===== src/iso2ep_pkg.sv =====
// Shared types, constants and helper functions for the ISO-8601 to epoch-seconds core.
// Used by iso2ep_scan, iso2ep_calc and iso8601_to_epoch_seconds_core; no dependencies.
`timescale 1ns / 1ps
`default_nettype none

package iso2ep_pkg;

  localparam int EPOCH_W = 39;
  localparam int OUT_W   = 48;

  typedef enum logic [1:0] {
    ST_OK       = 2'd0,
    ST_SHORT    = 2'd1,
    ST_BAD_SEP  = 2'd2,
    ST_BAD_SIGN = 2'd3
  } status_t;

  localparam logic [7:0] CH_ZERO  = 8'h30;
  localparam logic [7:0] CH_NINE  = 8'h39;
  localparam logic [7:0] CH_DASH  = 8'h2D;
  localparam logic [7:0] CH_PLUS  = 8'h2B;
  localparam logic [7:0] CH_COLON = 8'h3A;

  localparam logic [4:0] POS_SAT      = 5'd31;
  localparam logic [4:0] POS_SIGN     = 5'd19;
  localparam logic [4:0] POS_COLON    = 5'd22;
  localparam logic [4:0] POS_LAST_MIN = 5'd18;
  localparam logic [4:0] POS_LAST_OFF = 5'd23;

  typedef struct packed {
    logic [13:0] year;
    logic [15:0] year_bcd;
    logic [6:0]  month;
    logic [6:0]  day;
    logic [6:0]  hour;
    logic [6:0]  minute;
    logic [6:0]  second;
    logic [6:0]  off_hours;
    logic [6:0]  off_minutes;
    logic        off_neg;
    logic        use_off;
    status_t     status;
  } snap_t;

  function automatic logic [6:0] acc_digit7(input logic [6:0] v, input logic [3:0] d);
    logic [9:0] s;
    s = {v, 3'b000} + {2'b00, v, 1'b0} + {6'b0, d};
    return s[6:0];
  endfunction

  function automatic logic [13:0] acc_digit14(input logic [13:0] v, input logic [3:0] d);
    logic [16:0] s;
    s = {v, 3'b000} + {2'b00, v, 1'b0} + {13'b0, d};
    return s[13:0];
  endfunction

  function automatic logic [8:0] days_before(input logic [6:0] month, input logic leap);
    logic [8:0] base;
    case (month)
      7'd0:    base = 9'd0;
      7'd1:    base = 9'd0;
      7'd2:    base = 9'd31;
      7'd3:    base = 9'd59;
      7'd4:    base = 9'd90;
      7'd5:    base = 9'd120;
      7'd6:    base = 9'd151;
      7'd7:    base = 9'd181;
      7'd8:    base = 9'd212;
      7'd9:    base = 9'd243;
      7'd10:   base = 9'd273;
      7'd11:   base = 9'd304;
      7'd12:   base = 9'd334;
      default: base = 9'd365;
    endcase
    return base + {8'b0, leap & (month >= 7'd3)};
  endfunction

endpackage

`default_nettype wire


===== src/iso2ep_scan.sv =====
// Input register and per-character scanner: field accumulators, separator checks, offset sign.
// Emits one snapshot per string on the last character. Depends on iso2ep_pkg.
`timescale 1ns / 1ps
`default_nettype none

module iso2ep_scan (
  input  logic               clk,
  input  logic               rst_n,
  input  logic               in_tvalid,
  output logic               in_tready,
  input  logic [7:0]         in_tdata,
  input  logic               in_tlast,
  output logic               snap_valid,
  output iso2ep_pkg::snap_t  snap,
  input  logic               snap_ready
);
  import iso2ep_pkg::*;

  logic        in_v_r;
  logic [7:0]  in_char_r;
  logic        in_last_r;

  logic [4:0]  pos_r, pos_nxt;
  logic [13:0] year_r, year_nxt;
  logic [15:0] bcd_r, bcd_nxt;
  logic [7:1][6:0] fld_r, fld_nxt;
  logic [7:0]  ended_r, ended_nxt;
  logic        neg_r, neg_nxt;
  logic        colon_r, colon_nxt;
  status_t     err_r, err_nxt;

  logic        snap_v_r;
  snap_t       snap_r, snap_nxt;

  logic        snap_free;
  logic        consume;
  logic        digit;
  logic [3:0]  dval;
  logic        colon_set;
  logic [7:0]  fsel;
  logic [7:0]  take;

  assign snap_free = !snap_v_r || snap_ready;
  assign consume   = in_v_r && (!in_last_r || snap_free);
  assign in_tready = !in_v_r || consume;

  assign digit     = (in_char_r >= CH_ZERO) && (in_char_r <= CH_NINE);
  assign dval      = in_char_r[3:0];
  assign colon_set = (pos_r == POS_COLON) && (in_char_r == CH_COLON);

  always_comb begin
    fsel[0] = pos_r <= 5'd3;
    fsel[1] = pos_r inside {5'd5, 5'd6};
    fsel[2] = pos_r inside {5'd8, 5'd9};
    fsel[3] = pos_r inside {5'd11, 5'd12};
    fsel[4] = pos_r inside {5'd14, 5'd15};
    fsel[5] = pos_r inside {5'd17, 5'd18};
    fsel[6] = pos_r inside {5'd20, 5'd21};
    fsel[7] = !colon_set &&
              ((colon_r && (pos_r inside {5'd23, 5'd24})) ||
               (!colon_r && (pos_r inside {5'd22, 5'd23})));
    take    = fsel & ~ended_r;

    ended_nxt = ended_r | (take & {8{!digit}});
    year_nxt  = year_r;
    bcd_nxt   = bcd_r;
    if (take[0] && digit) begin
      year_nxt = acc_digit14(year_r, dval);
      bcd_nxt  = {bcd_r[11:0], dval};
    end
    for (int f = 1; f < 8; f++) begin
      fld_nxt[f] = (take[f] && digit) ? acc_digit7(fld_r[f], dval) : fld_r[f];
    end

    colon_nxt = colon_r | colon_set;
    neg_nxt   = (pos_r == POS_SIGN) ? (in_char_r == CH_DASH) : neg_r;

    err_nxt = err_r;
    if (err_r == ST_OK) begin
      if (((pos_r inside {5'd4, 5'd7}) && (in_char_r != CH_DASH)) ||
          ((pos_r inside {5'd13, 5'd16}) && (in_char_r != CH_COLON))) begin
        err_nxt = ST_BAD_SEP;
      end else if ((pos_r == POS_SIGN) && (in_char_r != CH_PLUS) &&
                   (in_char_r != CH_DASH)) begin
        err_nxt = ST_BAD_SIGN;
      end
    end

    pos_nxt = (pos_r == POS_SAT) ? pos_r : pos_r + 5'd1;

    snap_nxt.year        = year_nxt;
    snap_nxt.year_bcd    = bcd_nxt;
    snap_nxt.month       = fld_nxt[1];
    snap_nxt.day         = fld_nxt[2];
    snap_nxt.hour        = fld_nxt[3];
    snap_nxt.minute      = fld_nxt[4];
    snap_nxt.second      = fld_nxt[5];
    snap_nxt.off_hours   = fld_nxt[6];
    snap_nxt.off_minutes = fld_nxt[7];
    snap_nxt.off_neg     = neg_nxt;
    snap_nxt.use_off     = pos_r >= POS_LAST_OFF;
    if (pos_r < POS_LAST_MIN) begin
      snap_nxt.status = ST_SHORT;
    end else if (err_nxt == ST_BAD_SEP) begin
      snap_nxt.status = ST_BAD_SEP;
    end else if ((err_nxt == ST_BAD_SIGN) && (pos_r >= POS_LAST_OFF)) begin
      snap_nxt.status = ST_BAD_SIGN;
    end else begin
      snap_nxt.status = ST_OK;
    end
  end

  always_ff @(posedge clk) begin
    if (!rst_n) begin
      in_v_r <= 1'b0;
    end else if (in_tready) begin
      in_v_r <= in_tvalid;
    end
    if (in_tvalid && in_tready) begin
      in_char_r <= in_tdata;
      in_last_r <= in_tlast;
    end
  end

  always_ff @(posedge clk) begin
    if (!rst_n || (consume && in_last_r)) begin
      pos_r   <= '0;
      year_r  <= '0;
      bcd_r   <= '0;
      fld_r   <= '0;
      ended_r <= '0;
      neg_r   <= 1'b0;
      colon_r <= 1'b0;
      err_r   <= ST_OK;
    end else if (consume) begin
      pos_r   <= pos_nxt;
      year_r  <= year_nxt;
      bcd_r   <= bcd_nxt;
      fld_r   <= fld_nxt;
      ended_r <= ended_nxt;
      neg_r   <= neg_nxt;
      colon_r <= colon_nxt;
      err_r   <= err_nxt;
    end
  end

  always_ff @(posedge clk) begin
    if (!rst_n) begin
      snap_v_r <= 1'b0;
    end else if (snap_free) begin
      snap_v_r <= consume && in_last_r;
    end
    if (snap_free && consume && in_last_r) begin
      snap_r <= snap_nxt;
    end
  end

  assign snap_valid = snap_v_r;
  assign snap       = snap_r;

endmodule

`default_nettype wire


===== src/iso2ep_calc.sv =====
// Result arithmetic: day count and second-of-day stage, then epoch seconds into the result register.
// Takes snapshots from iso2ep_scan. Depends on iso2ep_pkg.
`timescale 1ns / 1ps
`default_nettype none

module iso2ep_calc (
  input  logic                           clk,
  input  logic                           rst_n,
  input  logic                           snap_valid,
  input  iso2ep_pkg::snap_t              snap,
  output logic                           snap_ready,
  output logic                           out_tvalid,
  input  logic                           out_tready,
  output logic [iso2ep_pkg::OUT_W-1:0]   out_tdata
);
  import iso2ep_pkg::*;

  logic               mid_v_r;
  logic signed [23:0] days_r, days_nxt;
  logic signed [20:0] sod_r, sod_nxt;
  status_t            status_r;

  logic               out_v_r;
  logic [OUT_W-1:0]   out_data_r, out_data_nxt;

  logic               out_free;
  logic               mid_free;

  logic               m4, cent, m400, leap;
  logic [8:0]         db;
  logic signed [14:0] yr_s, yoff, ydiff, yq;
  logic signed [10:0] yday;
  logic [18:0]        base_s, off_s;
  logic signed [40:0] t_full;
  logic [EPOCH_W-1:0] epoch;

  assign out_free   = !out_v_r || out_tready;
  assign mid_free   = !mid_v_r || out_free;
  assign snap_ready = mid_free;

  always_comb begin
    m4   = ({snap.year_bcd[4], 1'b0} + snap.year_bcd[1:0]) == 2'd0;
    cent = snap.year_bcd[7:0] == 8'h00;
    m400 = ({snap.year_bcd[12], 1'b0} + snap.year_bcd[9:8]) == 2'd0;
    leap = m4 && !(cent && !m400);
    db   = days_before(snap.month, leap);

    yr_s  = signed'({1'b0, snap.year});
    yoff  = yr_s - 15'sd1970;
    ydiff = yr_s - 15'sd1969;
    yq    = (ydiff + (ydiff[14] ? 15'sd3 : 15'sd0)) >>> 2;
    yday  = signed'({2'b00, db}) + signed'({4'b0000, snap.day}) - 11'sd1;
    days_nxt = 24'(yoff) * 24'sd365 + 24'(yday) + 24'(yq);

    base_s = 19'(snap.second) + 19'(snap.minute) * 19'd60 + 19'(snap.hour) * 19'd3600;
    off_s  = snap.use_off ?
             (19'(snap.off_hours) * 19'd3600 + 19'(snap.off_minutes) * 19'd60) : 19'd0;
    sod_nxt = snap.off_neg ? (signed'({2'b00, base_s}) - signed'({2'b00, off_s}))
                           : (signed'({2'b00, base_s}) + signed'({2'b00, off_s}));
  end

  always_comb begin
    t_full       = 41'(days_r) * 41'sd86400 + 41'(sod_r);
    epoch        = (status_r == ST_OK) ? t_full[EPOCH_W-1:0] : '0;
    out_data_nxt = {{(OUT_W - EPOCH_W - 2){1'b0}}, status_r, epoch};
  end

  always_ff @(posedge clk) begin
    if (!rst_n) begin
      mid_v_r <= 1'b0;
    end else if (mid_free) begin
      mid_v_r <= snap_valid;
    end
    if (mid_free && snap_valid) begin
      days_r   <= days_nxt;
      sod_r    <= sod_nxt;
      status_r <= snap.status;
    end
  end

  always_ff @(posedge clk) begin
    if (!rst_n) begin
      out_v_r <= 1'b0;
    end else if (out_free) begin
      out_v_r <= mid_v_r;
    end
    if (out_free && mid_v_r) begin
      out_data_r <= out_data_nxt;
    end
  end

  assign out_tvalid = out_v_r;
  assign out_tdata  = out_data_r;

endmodule

`default_nettype wire


===== src/iso8601_to_epoch_seconds_core.sv =====
// Top level of the ISO-8601 date-time to epoch-seconds converter.
// Instantiates iso2ep_scan and iso2ep_calc; depends on iso2ep_pkg.
//
//   Channel  Dir  Handshake            Payload
//   in_      in   in_tvalid/in_tready  tdata[7:0] char_in, tlast is_last
//   out_     out  out_tvalid/out_tready tdata[38:0] epoch_seconds, [40:39] status
//
// One character per cycle, but a last character waits while the snapshot register is full and not taken.
// A result passes the input, snapshot and day-count registers to the result register.
// Synchronous active-low reset clears the handshakes and the scan state.
// A stalled result holds only the stages behind it that still carry a request.
`timescale 1ns / 1ps
`default_nettype none

module iso8601_to_epoch_seconds_core (
  input  logic                          clk,
  input  logic                          rst_n,
  input  logic                          in_tvalid,
  output logic                          in_tready,
  input  logic [7:0]                    in_tdata,   // [7:0] char_in
  input  logic                          in_tlast,
  output logic                          out_tvalid,
  input  logic                          out_tready,
  output logic [iso2ep_pkg::OUT_W-1:0]  out_tdata   // [38:0] epoch_seconds, [40:39] status
);
  import iso2ep_pkg::*;

  logic  snap_valid;
  logic  snap_ready;
  snap_t snap;

  iso2ep_scan u_scan (
    .clk        (clk),
    .rst_n      (rst_n),
    .in_tvalid  (in_tvalid),
    .in_tready  (in_tready),
    .in_tdata   (in_tdata),
    .in_tlast   (in_tlast),
    .snap_valid (snap_valid),
    .snap       (snap),
    .snap_ready (snap_ready)
  );

  iso2ep_calc u_calc (
    .clk        (clk),
    .rst_n      (rst_n),
    .snap_valid (snap_valid),
    .snap       (snap),
    .snap_ready (snap_ready),
    .out_tvalid (out_tvalid),
    .out_tready (out_tready),
    .out_tdata  (out_tdata)
  );

  a_err_zero: assert property (@(posedge clk) disable iff (!rst_n)
    out_tvalid && (out_tdata[EPOCH_W+1:EPOCH_W] != 2'(ST_OK)) |->
      out_tdata[EPOCH_W-1:0] == '0)
    else $error("error result carries nonzero seconds");

  a_rst_idle: assert property (@(posedge clk) !rst_n |=> !out_tvalid)
    else $error("result valid after reset");

  a_empty_ready: assert property (@(posedge clk) disable iff (!rst_n)
    !out_tvalid |-> in_tready)
    else $error("input stalled with empty result register");

  a_short_needs_len: assert property (@(posedge clk) disable iff (!rst_n)
    snap_valid && (snap.status == ST_BAD_SIGN) |-> snap.use_off)
    else $error("offset sign error on string without offset");

endmodule

`default_nettype wire

===== config.mk =====
export PLATFORM = sky130hd
export DESIGN_NAME = iso8601_to_epoch_seconds_core
export DESIGN_NICKNAME = d
export VERILOG_FILES = /design/src/iso2ep_pkg.sv /design/src/iso2ep_scan.sv /design/src/iso2ep_calc.sv /design/src/iso8601_to_epoch_seconds_core.sv
export SDC_FILE = /design/constraint.sdc
export NUM_CORES = 1
export LEC_CHECK = 0
export ABC_AREA = 1
export BUFFER_PORTS_ARGS = -buffer_cell sky130_fd_sc_hd__buf_2
export CORE_MARGIN = 3
export CORE_UTILIZATION = 45
export CTS_CLUSTER_SIZE = 20
export DETAILED_ROUTE_END_ITERATION = 10
export PLACE_DENSITY = 0.59
export SETUP_SLACK_MARGIN = 0.05
export SLEW_MARGIN = 20
export SYNTH_ARGS = -nofsm -noshare
export SYNTH_HDL_FRONTEND = slang
export SYNTH_SLANG_ARGS = --single-unit

===== constraint.sdc =====
create_clock -name clk -period 8.2 [get_ports clk]
set_input_delay 0.41 -clock clk [delete_from_list [all_inputs] [get_ports clk]]
set_output_delay 0.41 -clock clk [all_outputs]
set_load 0.1 [all_outputs]

==> results.md, run 1 <==
* Crit path launch type: register
* Vias after detailed routing at 25395
* Clk_lat worst skew at 0.57 ns
* Final core utilization at 0.492
* Clock root buffer: clkbuf_16
* Synth area leaders: ha_1 (19%), edfxtp_1 (16%), fa_1 (13%)
* Total GRT Usage at 0.199
* DRT iter0 DRCs at 1286
* Initial core utilization at 0.456
* Die height at 273 µm
* Clk_skew at 0.0458 ns
* Crit path buffers/inverters at 6
* First-pass GRT wire length at about 120000 µm
* Synth Cell Area at 32000 µm²
* Hold-fix buffers at CTS at 9
* WL final at about 73000 µm
* Worst Path Required at 8.48 ns
* Crit path DAT at 7.61 ns
* Setup TNS at 0 ns
* Number of H-tree branching levels at 2
* Chip width at 273 µm
* Initial DRT Pass Iterations at 5
* FP Rows at 97
* Kind of critical path: register to register
* Worst hold path type: primary input to register
* Core area at roughly 70000 µm²
* CTS Sinks at ~280
* Fmax at approximately 140 MHz
* Vias in the first global route at 24772
* Clock buffer count from CTS at 36
* Initial antenna violation count at 3
* Ys Warns at 0
* DR vias/cell at 4.91
* Fin crit share at 0.893
* Largest net degree at the start of global routing at 71
* CTS tree: yes
* Slowest stage cell on the critical path: fa_1
* Yosys top cell by area: ha_1
* Max-cap violations at 0
* Final hold vios at 0
* Status: finished clean
* Final worst slack at 0.876 ns
* Final min period at 7.32 ns
* Yosys reg bits at 279
* Worst-margin pin slew at 1.06 ns
* IO Pins at 63
* Nature of the critical path endpoint: register
* Post-synth ARST share at 0
* Clock transition at path regs at 0.06 ns
* Synth unique cells at 58
* Register area share after synthesis at 0.229
* Layout cells sized above 1 at 0.0482
* DR WL/cell at 14.1 µm
* # DRC at 0
* Final Net Count at 4905
* Routed Antenna Nets at 0
* Synthesized area per cell at 7.72 µm²
* Post-cts gate resize count at 0
* CP max FO at 11
* Cells after Synth at 4145
* Number of max-slew violations in the final report at 0
* Worst path max stage delay at about 0.54 ns
* Clk buf depth at 3
* CP most frequent cell: inv_1
* Final Setup Violations at 0
* Total grt overflow at 0
* GP Congestion at 0.907
* Area Growth Syn to Fin at 7.97%
* Worst slack at placement at 0.921 ns
* Die area at roughly 74000 µm²
* Setup Buffers After CTS at 0
* Top Family by Delay on Critical Path: adder cells
* EDFF count, synth at 175
* Synth Flop Type: edfxtp_1
* Slew headroom at 0.295
* Port bufs at 55
* Share of the synthesized area in the top cell type at 0.186
* Post-DP HPWL at approximately 60000 µm
* RSZ-0062 raised after global routing: false
-- worst min-delay path, cell delays in order --
cell and delay [ns]:
buf_2 0.12, nand2_1 0.06, inv_1 0.04
-- layer usage --
metal | share of wire | track usage
met5 | 0 | 0
met4 | 0.022 | 0.0506
met3 | 0.029 | 0.0211
met2 | 0.47 | 0.336
met1 | 0.48 | 0.271
-- area by class of cell --
| cell class | instances | area, µm² |
|---|---|---|
| diodes | 1 | 2.50 |
| clock buffers | 49 | 1010 |
| clock inverters | 17 | 155 |
| fillers | 6934 | 35700 |
| inverters | 891 | 3350 |
| multi-input cells | 2925 | 21100 |
| flip-flops and latches | 279 | 7340 |
| well taps | 940 | 1180 |
| repair buffers | 74 | 440 |
-- cells in the final DEF (no fill, tap or decap), types with 14 or more instances in the layout --
| master | count |
|---|---|
| inv_1 | 869 |
| nand2_1 | 779 |
| ha_1 | 477 |
| nor2_1 | 343 |
| a21oi_1 | 275 |
| fa_1 | 208 |
| nand3_1 | 203 |
| o21ai_0 | 181 |
| edfxtp_1 | 175 |
| xor2_1 | 107 |
| dfxtp_1 | 104 |
| xnor2_1 | 58 |
| buf_2 | 55 |
| nand4_1 | 49 |
| clkbuf_16 | 37 |
| nor3_1 | 35 |
| o21ai_1 | 32 |
| o21bai_1 | 21 |
| inv_2 | 15 |
| a21o_1 | 15 |
| nand2_2 | 14 |
-- kinds of logic (layout without fill, tap and decap cells) --
| family | Yosys count | count (layout) | share of synthesized area |
|---|---|---|---|
| AND/OR/NAND/NOR | 1479 | 1479 | 0.195 |
| AO/OA/AOI/OAI | 585 | 585 | 0.0994 |
| multiplexers | 1 | 1 | 0.000313 |
| flip-flops | 279 | 279 | 0.229 |
| buffers and inverters | 947 | 1031 | 0.113 |
| other | 1 | 8 | 0.000117 |
| adder cells (fa/ha/maj) | 685 | 685 | 0.316 |
| XOR/XNOR | 168 | 168 | 0.0467 |
-- path summary, 6_finish.rpt --
path                        start                end  slack, ns  depth (start not counted)
setup / recovery  u_scan.snap[50]  u_calc.days_r[21]       0.88                         32
setup reg to reg  u_scan.snap[50]  u_calc.days_r[21]       0.88                         32
hold reg to reg   u_scan.snap[18]    u_calc.sod_r[0]       0.42                          0
hold / removal              rst_n  u_scan.snap_valid       0.10                          3
-- cell usage after synthesis (all sizes together), types with 14 or more instances --
master	instances
fa	208
ha	477
edfxtp	175
a31oi	14
clkbuf	27
a21o	15
xor2	110
o21ai	222
dfxtp	104
nor3	36
nand3	208
nand4	49
o21bai	21
buf	29
a21oi	276
nor2	354
xnor2	58
inv	888
nand2	797
-- state kept, by name, indices dropped and copies added (netlist names), 11 cells and up, named ones only --
register          cells
u_scan.bcd_r         11
u_scan.year_r        14
u_scan.snap          78
u_scan.fld_r         49
u_calc.sod_r         21
u_calc.out_tdata     41
u_calc.days_r        24
-- per-stage QoR --
stage	cell area (µm²)	hold slack [ns]	instances
floorplan	32000	0.400	4151
global placement	33300	0.401	5100
detailed placement	33300	0.407	5100
CTS	34600	0.0689	5175
global route	34600	0.106	5175
finish	34600	0.101	5176
Power of run 1 is not shown: default switching activity piles up to over one toggle a cycle in this logic, so the estimate is an artifact.
==> inputs of run 2 (changes only) <==
--- a/config.mk
+++ b/config.mk
@@ -16,4 +16,5 @@
 export SLEW_MARGIN = 20
 export SYNTH_ARGS = -nofsm -noshare
 export SYNTH_HDL_FRONTEND = slang
+export SYNTH_HIERARCHICAL = 1
 export SYNTH_SLANG_ARGS = --single-unit
==> run 2 against run 1 <==
  * Routed wire length grew 1.2%
  * Sequential share of layout area decreased by 0.70 points
  * Register-to-register slack got worse by 0.06 ns
  * Core utilization increased by 0.080 points
  * Via count grew 1.6%
  * Maximum frequency decreased by 0.77%
  * Sequential cell count down 9
  * Critical path type unchanged
  * Critical endpoint is now u_calc/days_r[18]
  * Largest cell class unchanged
==> results.md, run 2 <==
* Status: finished clean
* Core area at 70800 µm² (+0.69%)
* Initial antenna violation count at 0 (-3)
* Nature of the critical path endpoint: register
* RSZ-0062 raised after global routing: false
* Vias after detailed routing at 25806 (+1.6%)
* Clk_skew at 0.0267 ns (-0.0191 ns)
* Worst path max stage delay at 0.54 ns (about the same)
* Final hold vios at 0 (unchanged)
* Cells after Synth at 4279 (+3.2%)
* First-pass GRT wire length at 124000 µm (+1.0%)
* Slowest stage cell on the critical path: edfxtp_1
* Slew headroom at 0.281 (-0.0144)
* Most common cell after layout, fill and taps aside: nand2_1
* Initial DRT Pass Iterations at 5 (unchanged)
* Crit path buffers/inverters at 8 (+2)
* Area Growth Syn to Fin at 7.54%
* Crit path launch type: register
* Worst hold path type: primary input to register
* Crit path DAT at 7.66 ns (+0.05 ns)
* DR WL/cell at 13.9 µm (-1.1%)
* Chip width at 274 µm (+0.61%)
* WL final at 73800 µm (+1.2%)
* CTS Sinks at 270 (-3.2%)
* Max-cap violations at 0 (unchanged)
* Multi-input logic area at 21600 µm² (+2.6%)
* Clk_lat worst skew at 0.56 ns (about the same)
* IO Pins at 63 (unchanged)
* DRT iter0 DRCs at 1408 (+9.5%)
* CP max FO at 12 (+1)
* Clock transition at path regs at 0.06 ns (about the same)
* N_diodes at 0 (-1)
* FP Rows at 97 (unchanged)
* # DRC at 0 (unchanged)
* Final Setup Violations at 0 (unchanged)
* Synthesized area per cell at 7.58 µm² (-1.9%)
* CTS tree: yes
* Clk buf depth at 3 (unchanged)
* Top Family by Delay on Critical Path: adder cells
* Final min period at 7.38 ns (+0.0568 ns)
* CP most frequent cell: inv_1
* Kind of critical path: register to register
* Number of max-slew violations in the final report at 0 (unchanged)
* Vias in the first global route at 24849 (+0.31%)
* Synth Cell Area at 32400 µm² (+1.3%)
* Reg area at 7160 µm² (-2.5%)
* Worst R2R Setup Slack at 0.82 ns (-0.06 ns)
* Worst-margin pin slew at 1.08 ns (+0.0216 ns)
* Fmax at 135 MHz (-0.77%)
* Most frequent cells in the layout: nand2_1 (927), inv_1 (865), ha_1 (480), nor2_1 (391), nand3_1 (248)
* GP Congestion at 0.894 (-1.5%)
* Clock buffer count from CTS at 35 (-2.8%)
* Fin crit share at 0.900 (+0.00693)
* Die area at 75300 µm² (+1.2%)
* Initial core utilization at 0.458 (+0.00255)
* Ys Warns at 6 (+6)
* Total grt overflow at 0 (unchanged)
* Worst Path Required at 8.48 ns (about the same)
* Fill count at 7089 (+2.2%)
* Clock root buffer: clkbuf_16
* Routed Antenna Nets at 0 (unchanged)
* Post-DP HPWL at 60400 µm (+0.21%)
* DR vias/cell at 4.87 (-0.68%)
* Setup TNS at 0 ns (unchanged)
* Largest net degree at the start of global routing at 90 (+27%)
* Total GRT Usage at 0.200 (+0.00115)
* Largest register FFs at 78 (unchanged)
* Layout cells sized above 1 at 0.0512 (+0.00302)
* Final Net Count at 5032 (+2.6%)
* Port bufs at 55 (unchanged)
* Setup Buffers After CTS at 0 (unchanged)
* Die height at 274 µm (+0.61%)
* Number of H-tree branching levels at 2 (unchanged)
==> run 2: through the flow <==
step	hold WS (ns)	setup WS [ns]	util	instance area [µm²]	cells
after floorplan	0.400	1.43	-	32400	4285
after global placement	0.402	0.891	0.475	33600	5224
after detailed placement	0.405	0.808	0.475	33600	5224
after CTS	0.00337	0.799	0.493	34900	5296
after global routing	0.0233	0.0953	0.493	34900	5296
final	0.0463	0.819	0.493	34900	5296
==> run 2: cell type report <==
class | instances | area share
clock inverters | 18 | 0.00538
multi-input cells | 3070 | 0.621
flip-flops and latches | 270 | 0.205
inverters | 880 | 0.0948
well taps | 940 | 0.0337
clock buffers | 46 | 0.0278
repair buffers | 72 | 0.0121
==> run 2: final timing paths <==
kind	start	endpoint	cells past startpoint
worst max-delay path	u_scan/snap[48]	u_calc/days_r[18]	31
worst min-delay path	in_tdata[7]	u_scan/in_char_r[7]	1
worst max register to register	u_scan/snap[48]	u_calc/days_r[18]	31
worst min register to register	u_scan/snap[19]	u_calc/sod_r[1]	0
==> run 2: worst register-to-register path: cells and delay by family (launching register included) <==
kind,cells,cell delay [ns]
AND/OR/NAND/NOR,3,0.32
AO/OA/AOI/OAI,8,1.83
flip-flops,1,0.54
adder cells (fa/ha/maj),11,3.88
buffers and inverters,8,0.48
XOR/XNOR,1,0.08
==> run 2: repair_timing <==
item | CTS | global route
hold endpoints to repair | 8 | 0
resized for setup | 0 | 0
hold buffers | 8 | 0
endpoints found under the setup margin | 0 | 0
==> run 2: per-layer routing <==
layer	track usage	vias to the layer above	wire (µm)
met1	0.279	11730	36200
met5	0	-	0
li1	-	13647	-
met2	0.336	358	34200
met4	0.0412	0	1190
met3	0.0193	71	2290
Power of run 2 is left out for the same reason.
